[src/sv/bclk_pkg.sv]
`default_nettype none

package bclk_pkg;

    // Wrap limits of the clock counters.
    localparam logic [5:0] SEC_LIMIT  = 6'd60;
    localparam logic [5:0] MIN_LIMIT  = 6'd60;
    localparam logic [5:0] HOUR_LIMIT = 6'd12;

    // Reset values of the configuration registers.
    localparam logic [5:0] WAKE_RESET        = 6'd30;
    localparam logic [5:0] MINUTE_WAKE_RESET = 6'd3;

    // Register indexes on the configuration port.
    localparam logic REG_WAKE        = 1'b0;
    localparam logic REG_MINUTE_WAKE = 1'b1;

    // Encodings of the mode as reported on the result.
    localparam logic [1:0] MODE_CODE_RUN      = 2'd0;
    localparam logic [1:0] MODE_CODE_SET_HOUR = 2'd1;
    localparam logic [1:0] MODE_CODE_SET_MIN  = 2'd2;

    // Fixed second LED patterns of the set modes.
    localparam logic [1:0] SEC_PAT_SET_HOUR = 2'b01;
    localparam logic [1:0] SEC_PAT_SET_MIN  = 2'b10;

    typedef enum logic [2:0] {
        MODE_RUN      = 3'b001,
        MODE_SET_HOUR = 3'b010,
        MODE_SET_MIN  = 3'b100
    } t_mode;

    typedef struct packed {
        logic menu_button;
        logic up_button;
        logic down_button;
    } t_in_req;

    typedef struct packed {
        logic [1:0] second_leds;
        logic [5:0] minute_leds;
        logic [3:0] hour_leds;
        logic [1:0] mode_now;
    } t_out_req;

    typedef struct packed {
        logic [5:0] second_count;
        logic [5:0] minute_count;
        logic [3:0] hour_count;
        logic [5:0] awake_countdown;
        t_mode      clock_mode;
    } t_clk_state;

    // Step a value up and/or down with wrap inside 0..limit-1.
    // A value already out of range snaps to zero.
    function automatic logic [5:0] step_wrap(
        input logic [5:0] v,
        input logic [5:0] limit,
        input logic       up,
        input logic       down
    );
        logic [5:0] r;
        r = v;
        if (v >= limit) begin
            r = 6'd0;
        end else begin
            if (up) begin
                r = (r == limit - 6'd1) ? 6'd0 : r + 6'd1;
            end
            if (down) begin
                r = (r == 6'd0) ? limit - 6'd1 : r - 6'd1;
            end
        end
        return r;
    endfunction

    // Run-mode second pattern: parity in bit 0, its inverse in bit 1.
    function automatic logic [1:0] run_pattern(input logic parity);
        return {~parity, parity};
    endfunction

endpackage

`default_nettype wire

[src/sv/bclk_step.sv]
`default_nettype none

module bclk_step (
    input  var bclk_pkg::t_clk_state i_state,
    input  var bclk_pkg::t_in_req    i_req,
    input  wire logic [5:0]          i_wake_seconds,
    input  wire logic [5:0]          i_minute_wake_seconds,
    output var bclk_pkg::t_clk_state o_state,
    output var bclk_pkg::t_out_req   o_rsp
);
    import bclk_pkg::*;

    logic       menu;
    logic       up;
    logic       down;
    logic [5:0] cd_btn;
    logic [6:0] sec_inc;
    logic [6:0] min_inc;
    logic [4:0] hour_inc;
    logic [5:0] cd_dec;
    logic       was_on;

    always_comb begin
        menu = i_req.menu_button;
        up   = i_req.up_button;
        down = i_req.down_button;

        o_state = i_state;
        o_rsp   = '0;

        // Run-mode intermediate values.
        cd_btn   = (up || down) ? i_wake_seconds : i_state.awake_countdown;
        was_on   = (cd_btn != 6'd0);
        cd_dec   = was_on ? cd_btn - 6'd1 : 6'd0;
        sec_inc  = {1'b0, i_state.second_count} + 7'd1;
        min_inc  = {1'b0, i_state.minute_count} + 7'd1;
        hour_inc = {1'b0, i_state.hour_count} + 5'd1;

        case (i_state.clock_mode)
            MODE_SET_HOUR: begin
                o_state.hour_count = 4'(step_wrap({2'b00, i_state.hour_count},
                                                  HOUR_LIMIT, up, down));
                if (menu) begin
                    o_state.clock_mode = MODE_SET_MIN;
                    o_rsp.second_leds  = SEC_PAT_SET_MIN;
                    o_rsp.mode_now     = MODE_CODE_SET_MIN;
                end else begin
                    o_rsp.second_leds  = SEC_PAT_SET_HOUR;
                    o_rsp.mode_now     = MODE_CODE_SET_HOUR;
                end
                o_rsp.minute_leds = o_state.minute_count;
                o_rsp.hour_leds   = o_state.hour_count;
            end
            MODE_SET_MIN: begin
                o_state.minute_count = step_wrap(i_state.minute_count,
                                                 MIN_LIMIT, up, down);
                if (menu) begin
                    // Back to run: reload the countdown and show the run view.
                    o_state.clock_mode      = MODE_RUN;
                    o_state.awake_countdown = i_wake_seconds;
                    o_rsp.mode_now          = MODE_CODE_RUN;
                    if (i_wake_seconds != 6'd0) begin
                        o_rsp.second_leds = run_pattern(i_state.second_count[0]);
                        o_rsp.minute_leds = o_state.minute_count;
                        o_rsp.hour_leds   = o_state.hour_count;
                    end
                end else begin
                    o_rsp.second_leds = SEC_PAT_SET_MIN;
                    o_rsp.minute_leds = o_state.minute_count;
                    o_rsp.hour_leds   = o_state.hour_count;
                    o_rsp.mode_now    = MODE_CODE_SET_MIN;
                end
            end
            default: begin
                // Run mode; an unknown mode code behaves the same way.
                o_state.clock_mode      = MODE_RUN;
                o_state.awake_countdown = cd_btn;
                if (menu) begin
                    o_state.clock_mode = MODE_SET_HOUR;
                    o_rsp.second_leds  = SEC_PAT_SET_HOUR;
                    o_rsp.minute_leds  = i_state.minute_count;
                    o_rsp.hour_leds    = i_state.hour_count;
                    o_rsp.mode_now     = MODE_CODE_SET_HOUR;
                end else begin
                    // One second tick.
                    o_state.awake_countdown = cd_dec;
                    o_state.second_count    = sec_inc[5:0];
                    if (sec_inc >= {1'b0, SEC_LIMIT}) begin
                        if (cd_dec == 6'd0) begin
                            o_state.awake_countdown = i_minute_wake_seconds;
                        end
                        o_state.second_count = 6'd0;
                        o_state.minute_count = min_inc[5:0];
                        if (min_inc >= {1'b0, MIN_LIMIT}) begin
                            o_state.minute_count = 6'd0;
                            o_state.hour_count =
                                (hour_inc >= {1'b0, HOUR_LIMIT[3:0]})
                                ? 4'(hour_inc - {1'b0, HOUR_LIMIT[3:0]})
                                : hour_inc[3:0];
                        end
                    end
                    if (was_on) begin
                        o_rsp.second_leds = run_pattern(i_state.second_count[0]);
                    end
                    if (o_state.awake_countdown != 6'd0) begin
                        o_rsp.minute_leds = o_state.minute_count;
                        o_rsp.hour_leds   = o_state.hour_count;
                    end
                    o_rsp.mode_now = MODE_CODE_RUN;
                end
            end
        endcase
    end

endmodule

`default_nettype wire

[src/sv/binary_led_clock_with_set_mode_core.sv]
// A request accepted at a clock edge has its result registered on o_out_data at that edge.
// Throughput: one request per cycle; the state update and result are one pass of logic.
// A result waiting in the output register blocks new requests only while i_ready is low;
// a request is taken in the same cycle in which the waiting result leaves.
// Reset (i_rst_n low, synchronous): time zero, run mode, countdown 30, registers 30 and 3.
`default_nettype none

module binary_led_clock_with_set_mode_core (
    input  wire logic                i_clk,
    input  wire logic                i_rst_n,
    // Button request channel.
    input  wire logic                i_valid,
    output var  logic                o_ready,
    input  var  bclk_pkg::t_in_req   i_in_data,
    // Result channel.
    output var  logic                o_valid,
    input  wire logic                i_ready,
    output var  bclk_pkg::t_out_req  o_out_data,
    // Configuration port.
    input  wire logic                psel,
    input  wire logic                penable,
    input  wire logic                pwrite,
    input  wire logic [2:0]          paddr,
    input  wire logic [31:0]         pwdata,
    output var  logic [31:0]         prdata,
    output var  logic                pready
);
    import bclk_pkg::*;

    // Clock state: seconds, minutes, hours, screen countdown and mode.
    t_clk_state r_state;
    t_clk_state n_state;

    // Configuration registers.
    logic [5:0] r_wake_seconds;
    logic [5:0] r_minute_wake_seconds;

    // Output register. The request side keeps moving as long as the result
    // register is empty or is being emptied in the same cycle.
    t_out_req r_out;
    t_out_req n_out;
    logic     r_out_valid;

    logic accept;
    logic cfg_write;

    assign o_ready    = !r_out_valid || i_ready;
    assign accept     = i_valid && o_ready;
    assign o_valid    = r_out_valid;
    assign o_out_data = r_out;

    // The APB-style port never stalls; a write lands in the access cycle.
    assign pready    = 1'b1;
    assign cfg_write = psel && penable && pwrite && pready;

    always_comb begin
        case (paddr[2])
            REG_WAKE:        prdata = {26'd0, r_wake_seconds};
            REG_MINUTE_WAKE: prdata = {26'd0, r_minute_wake_seconds};
            default:         prdata = 32'd0;
        endcase
    end

    // Next state and result of the request at the input.
    bclk_step u_step (
        .i_state               (r_state),
        .i_req                 (i_in_data),
        .i_wake_seconds        (r_wake_seconds),
        .i_minute_wake_seconds (r_minute_wake_seconds),
        .o_state               (n_state),
        .o_rsp                 (n_out)
    );

    always_ff @(posedge i_clk) begin
        if (!i_rst_n) begin
            r_state.second_count    <= 6'd0;
            r_state.minute_count    <= 6'd0;
            r_state.hour_count      <= 4'd0;
            r_state.awake_countdown <= WAKE_RESET;
            r_state.clock_mode      <= MODE_RUN;
            r_wake_seconds          <= WAKE_RESET;
            r_minute_wake_seconds   <= MINUTE_WAKE_RESET;
            r_out_valid             <= 1'b0;
        end else begin
            if (accept) begin
                r_state     <= n_state;
                r_out_valid <= 1'b1;
            end else if (i_ready) begin
                r_out_valid <= 1'b0;
            end
            if (cfg_write) begin
                case (paddr[2])
                    REG_WAKE:        r_wake_seconds        <= pwdata[5:0];
                    REG_MINUTE_WAKE: r_minute_wake_seconds <= pwdata[5:0];
                    default:         r_wake_seconds        <= r_wake_seconds;
                endcase
            end
        end
    end

    // Result payload, loaded with each accepted request.
    always_ff @(posedge i_clk) begin
        if (accept) begin
            r_out <= n_out;
        end
    end

endmodule

`default_nettype wire

[config.mk]
export PLATFORM = sky130hd
export DESIGN_NAME = binary_led_clock_with_set_mode_core
export DESIGN_NICKNAME = d
export VERILOG_FILES = /design/src/sv/bclk_pkg.sv /design/src/sv/bclk_step.sv /design/src/sv/binary_led_clock_with_set_mode_core.sv
export SDC_FILE = /design/constraint.sdc
export NUM_CORES = 1
export LEC_CHECK = 0
export BUFFER_PORTS_ARGS = -buffer_cell sky130_fd_sc_hd__buf_2
export CORE_UTILIZATION = 40
export CTS_BUF_LIST = sky130_fd_sc_hd__clkbuf_4
export DETAILED_ROUTE_END_ITERATION = 12
export PLACE_DENSITY = 0.64
export SLEW_MARGIN = 20
export SYNTH_ARGS = -nofsm -noshare
export SYNTH_HDL_FRONTEND = slang
export SYNTH_SLANG_ARGS = --single-unit
[constraint.sdc]
create_clock -name i_clk -period 3.1 [get_ports i_clk]
set_clock_uncertainty 0.15 [all_clocks]
set_input_delay 0.62 -clock i_clk [delete_from_list [all_inputs] [get_ports i_clk]]
set_output_delay 0.62 -clock i_clk [all_outputs]
set_load 0.01 [all_outputs]
**Word level (Yosys, flattened, before mapping)**

Cells that the tools add are included.
W data, S select, Z words.

- Bits of input ports: 45
- Logic and storage cells: 101
- Output and inout bits: 49
- Flip-flop bits (word level): 52

- Order comparisons: 5
- Bitwise operators: 6
- Reductions and logical operators: 21
- $add $sub $neg: 9
- Eq/ne operators: 8
- Muxes and demuxes: 40

Operators with widths:

| cell | count |
|---|---|
| $mux W6 | 14 |
| $mux W22 | 3 |
| $pmux W32 S2 | 1 |
| $mux W14 | 2 |
| $pmux W14 S2 | 1 |
| $pmux W6 S2 | 2 |
| $mux W10 | 2 |
| $logic_not A6 Y1 | 3 |
| $reduce_bool A6 Y1 | 3 |
| $mux W16 | 1 |
| $mux W4 | 4 |
| $reduce_and A3 Y1 | 5 |
| $add A6 B1 Y7 const B | 2 |
| $ge A7 B6 Y1 const B | 2 |
| $mux W12 | 1 |
| $sub A6 B1 Y6 const B | 2 |
| $add A4 B1 Y5 const B | 2 |
| $mux W9 | 1 |
| $pmux W4 S2 | 1 |
| $add A6 B1 Y6 const B | 1 |
| $eq A6 B6 Y1 const B | 1 |
| $ge A6 B6 Y1 const B | 1 |
| $mux W2 | 3 |
| $not A1 Y1 | 6 |
| other kinds (18) | 25 |

**Depth between registers and ports, before layout**

- Depth in word-level cells: 13
- Gate-level depth with buffers: 13
- Gate-level depth less buffers: 12

**Modules after synthesis**

Synthesis repeated with hierarchy kept, for this count alone.

- Cell total of the unflattened synthesis: 571
- Area total of the unflattened synthesis: 4464.3 um^2

By module, submodules not included:

| module | seq. area each (um^2) | area each (um^2) | times used | cells each |
|---|---|---|---|---|
| bclk_step | 0.0 | 2260.9 | 1 | 362 |
| binary_led_clock_with_set_mode_core | 1181.1 | 2203.4 | 1 | 209 |

**Worst setup path before layout**

OpenSTA, ideal clock, no wires.

- Kind: in2reg
- Start point: input port i_in_data[1] (netlist name)
- End point: register r_out, in the netlist o_out_data[7] (data pin)
- Setup slack: -0.172 ns
- Data arrival time: 2.843 ns
- Cell stages on the path: 9
- Buffers on the path: 1
- Library setup time: 0.278 ns
- Data required time: 2.672 ns
- Path through: nor2_1 buf_2 mux2i_1 ha_1 o311ai_1 or3_1 and2_1 o31ai_4 o221ai_1

RTL lines:

| element | line | source |
|---|---|---|
| from (decl) | binary_led_clock_with_set_mode_core.sv:14 | `input var bclk_pkg::t_in_req i_in_data,` |
| to (signal assigned) | binary_led_clock_with_set_mode_core.sv:104 | `r_out <= n_out;` |
| to (decl) | binary_led_clock_with_set_mode_core.sv:40 | `t_out_req r_out;` |

==> metrics.txt <==
# TYPE chip_impl_metric gauge
chip_impl_metric{name="detail_route.iter0.violations",unit=""} 277
chip_impl_info{name="synth_top_cells_by_area",value="sky130_fd_sc_hd__dfxtp_1 (18%), sky130_fd_sc_hd__edfxtp_1 (9.8%), sky130_fd_sc_hd__buf_4 (4.7%)"} 1
chip_impl_metric{name="final_core_util",unit="%"} 47.1
chip_impl_info{name="hold_path.startpoint",value="pwdata[0]"} 1
chip_impl_metric{name="cts_made_buffers",unit=""} 5
chip_impl_metric{name="row_count",unit=""} 37
chip_impl_metric{name="regToRegSetupSlack",unit="ns"} 0.13
chip_impl_metric{name="postPlaceCellArea",unit="mm²"} 0.00480
chip_impl_metric{name="core_area",unit="mm²"} 0.0104
chip_impl_metric{name="number_of_vias_in_the_routed_layout",unit=""} 4210
chip_impl_metric{name="antenna_left",unit=""} 0
chip_impl_metric{name="post_drt_wl_per_cell",unit="µm"} 15.8
chip_impl_metric{name="initial_core_util",unit="%"} 41.3
chip_impl_metric{name="antenna_violations_before_repair",unit=""} 0
chip_impl_info{name="worstPathCellList",value="buf_2, nor2_4, mux2_4, inv_2, ha_2, a311oi_1, or4b_4, a211oi_4, o31ai_4, buf_12, o311ai_2"} 1
chip_impl_metric{name="post_route_cells_drive_above_1_share",unit="%"} 22.8
chip_impl_metric{name="min_path_cells",unit=""} 3
chip_impl_metric{name="maximum_resistive_drop_on_vdd",unit="µV"} 150
chip_impl_metric{name="synth-seq-cells",unit=""} 52
chip_impl_metric{name="slew_hr",unit="%"} 52.9
chip_impl_metric{name="final-hold-violation-count",unit=""} 0
chip_impl_metric{name="grt_max_degree",unit=""} 43
chip_impl_metric{name="diodes",unit=""} 0
chip_impl_metric{name="clock_latency",unit="ns"} 0.39
chip_impl_metric{name="worstPathArrival",unit="ns"} 3.06
chip_impl_metric{name="die_h",unit="µm"} 106
chip_impl_info{name="rsz_0062_raised_after_global_routing",value="false"} 1
chip_impl_info{name="yosys.area.top_type",value="sky130_fd_sc_hd__dfxtp_1"} 1
chip_impl_metric{name="route.detailed.vias_per_inst",unit=""} 5.78
chip_impl_metric{name="fillers",unit=""} 1059
chip_impl_metric{name="minimum_period_implied_by_the_final_worst_setup_slack",unit="ns"} 3.00
chip_impl_info{name="outcome",value="complete, no violations"} 1
chip_impl_metric{name="floorplan.io_pins",unit=""} 94
chip_impl_metric{name="vias_in_the_first_global_route",unit=""} 4023
chip_impl_info{name="crit_path_end",value="o_out_data[3]"} 1
chip_impl_metric{name="clk_transition_reported_paths",unit="ns"} 0.17
chip_impl_metric{name="worst-r2r-cell-count",unit=""} 8
chip_impl_metric{name="number_of_hold_buffers_added_after_cts",unit=""} 0
chip_impl_metric{name="number_of_enable_flip_flop_cells_after_synthesis",unit=""} 14
chip_impl_metric{name="cellLeakagePower",unit="nW"} 1.94
chip_impl_metric{name="drt-met1-wl",unit="µm"} 4960
chip_impl_info{name="routed.top_layer",value="met4"} 1
chip_impl_metric{name="synth.yosys.warnings",unit=""} 0
chip_impl_info{name="cts_root_buf",value="sky130_fd_sc_hd__clkbuf_4"} 1
chip_impl_info{name="crit_path_start",value="i_in_data[1]"} 1
chip_impl_metric{name="worstMarginPinSlew",unit="ns"} 0.706
chip_impl_metric{name="period_share",unit="%"} 96.9
chip_impl_metric{name="power-per-cell-area",unit="mW/mm²"} 297
chip_impl_metric{name="syn_area",unit="mm²"} 0.00429
chip_impl_metric{name="stdcell_area",unit="mm²"} 0.00488
chip_impl_metric{name="grt_first_pass_wirelength",unit="µm"} 18900
chip_impl_metric{name="grt-ovfl-total",unit=""} 0
chip_impl_metric{name="cp_max_fo",unit=""} 9
chip_impl_info{name="cp_slowest_cell",value="sky130_fd_sc_hd__or4b_4"} 1
chip_impl_metric{name="post_synth.cell_area_avg",unit="µm²"} 8.07
chip_impl_metric{name="remaining_drc_errors",unit=""} 0
chip_impl_info{name="startpoint_type",value="input pin"} 1
chip_impl_metric{name="critPathRequiredTime",unit="ns"} 3.16
chip_impl_info{name="post-synth-top-count-cell",value="sky130_fd_sc_hd__nand2_1"} 1
chip_impl_metric{name="achievable-frequency",unit="GHz"} 0.333
chip_impl_metric{name="nets",unit=""} 645
chip_impl_metric{name="finalSetupTns",unit="ns"} 0
chip_impl_metric{name="netlist-cell-type-count",unit=""} 73
chip_impl_metric{name="first_pass_iters",unit=""} 5
chip_impl_info{name="worst_setup_path_category",value="input pin to flop"} 1
chip_impl_metric{name="floorplan.die.width",unit="µm"} 106
chip_impl_metric{name="gr-usage-all-layers",unit="%"} 20.9
chip_impl_metric{name="ctsLongestPathBuffers",unit=""} 2
chip_impl_metric{name="seq_area_frac_synth",unit="%"} 27.6
chip_impl_metric{name="dpl.hpwl",unit="µm"} 8600
chip_impl_metric{name="max-cap-violations",unit=""} 0
chip_impl_metric{name="gpl.final_weighted_congestion",unit=""} 0.922
chip_impl_info{name="timing.critical_path.to_type",value="flop"} 1
chip_impl_metric{name="synth_top_cell_area_share",unit="%"} 17.7
chip_impl_info{name="cts_tree",value="done"} 1
chip_impl_metric{name="met3RoutedLength",unit="µm"} 796
chip_impl_info{name="holdCritPathClass",value="input pin to flop"} 1
chip_impl_metric{name="clock_sink_count",unit=""} 52
chip_impl_metric{name="place.port_buffers",unit=""} 38
chip_impl_metric{name="report.final.setup_viol",unit=""} 0
chip_impl_metric{name="ys_async_sr_fraction",unit="%"} 0
chip_impl_metric{name="timing.critical_path.slowest_cell_delay",unit="ns"} 0.58
chip_impl_info{name="reg2reg_from",value="r_state[19]"} 1
chip_impl_metric{name="layout-area-overhead-vs-synth",unit="%"} 13.9
chip_impl_metric{name="met2WireLength",unit="µm"} 5500
chip_impl_metric{name="finalWirelength",unit="µm"} 11500
chip_impl_metric{name="design.die.area",unit="mm²"} 0.0111
chip_impl_metric{name="slew_violations",unit=""} 0
chip_impl_metric{name="clock_tree.htree_level_count",unit=""} 2
chip_impl_info{name="synth-main-ff-cell",value="sky130_fd_sc_hd__dfxtp_1"} 1
chip_impl_info{name="r2r_end",value="o_out_data[3]"} 1
chip_impl_metric{name="syn_inst",unit=""} 531
chip_impl_metric{name="finalHoldWorstSlack",unit="ns"} 0.308
chip_impl_info{name="synth_common_cells",value="sky130_fd_sc_hd__nand2_1 (52), sky130_fd_sc_hd__dfxtp_1 (38), sky130_fd_sc_hd__o21ai_0 (38)"} 1
==> stage by stage <==
stage / power [mW] / instances / setup WS [ns]
2_1_floorplan: 1.04 / 556 / 0.0445
3_3_place_gp: 1.13 / 719 / -0.306
3_5_place_dp: 1.14 / 719 / -0.402
4_1_cts: 1.46 / 727 / 0.0269
5_1_grt: 1.53 / 728 / 0.0470
6_report: 1.45 / 728 / 0.0962
==> layer usage <==
metal  up-vias  GRT usage, %
met5         -             0
met4         0          8.63
met3        24          3.40
met2       194          35.3
met1      1956          26.5
li1       2036             -
==> cells by family (layout without fill, tap and decap cells) <==
logic type	after synthesis	in the layout	share of synthesized area, %
and+or+nand+nor	183	183	23.1
AOI/OAI and AO/OA	164	164	27.4
buffers and inverters	82	118	9.89
DFF	52	52	27.6
muxes	30	30	7.41
adders and majority gates	9	9	2.63
xor gates and xnor gates	9	9	1.84
other	2	27	0.175
==> flip-flops by register name (all words and copies together), names as in the netlist <==
register	cells
r_state	25
r_wake_seconds	6
o_out_data	14
o_valid	1
r_minute_wake_seconds	6
==> cell type report <==
class	count	area, µm²	area share, %
Tap cell	136	170	3.49
Timing Repair Buffer	92	608	12.5
Clock inverter	3	17.5	0.359
Inverter	18	67.6	1.38
Multi-Input combinational cell	422	2800	57.3
Sequential cell	52	1180	24.2
Clock buffer	5	37.5	0.769
==> repair_timing <==
action,CTS,global route
pin swaps,1,1
gates cloned,0,0
resized for setup,0,2
endpoints found under the setup margin,1,6
hold endpoints to repair,0,0
buffers inserted,0,1
==> layout by cell type (no fill, tap or decap), types with 9 or more instances in the layout <==
cell	synthesis	layout
sky130_fd_sc_hd__nand2b_1	9	9
sky130_fd_sc_hd__inv_1	18	17
sky130_fd_sc_hd__nor2b_1	11	11
sky130_fd_sc_hd__buf_2	6	38
sky130_fd_sc_hd__o21ai_0	38	38
sky130_fd_sc_hd__nor3_1	14	14
sky130_fd_sc_hd__mux2i_1	19	18
sky130_fd_sc_hd__a31oi_1	13	13
sky130_fd_sc_hd__nand3_1	14	14
sky130_fd_sc_hd__edfxtp_1	14	14
sky130_fd_sc_hd__nand2_1	52	52
sky130_fd_sc_hd__buf_4	27	53
sky130_fd_sc_hd__dfxtp_1	38	38
sky130_fd_sc_hd__conb_1	2	27
sky130_fd_sc_hd__nor3b_1	10	10
sky130_fd_sc_hd__nor2_1	19	18
sky130_fd_sc_hd__mux2_2	10	9
sky130_fd_sc_hd__a21oi_1	28	28
==> worst max-delay path, delay by kind of cell <==
| family | cells | cell delay, ns |
|---|---|---|
| and+or+nand+nor | 2 | 0.75 |
| adders and majority gates | 1 | 0.22 |
| muxes | 1 | 0.33 |
| buffers and inverters | 3 | 0.34 |
| AOI/OAI and AO/OA | 4 | 0.79 |
==> power breakdown <==
part / internal (mW) / switching (mW)
Sequential: 0.735 / 0.0302
Combinational: 0.152 / 0.217
Clock: 0.0889 / 0.229
==> worst min-delay path by stage <==
stage                                          end  slack (ns)
after floorplan                        r_state[20]        0.32
after global placement                 r_state[20]        0.33
after detailed placement               r_state[20]        0.36
after CTS                        r_wake_seconds[3]        0.30
after global routing             r_wake_seconds[1]        0.29
final                     r_minute_wake_seconds[0]        0.31
Power figures use the tool's default switching activity.
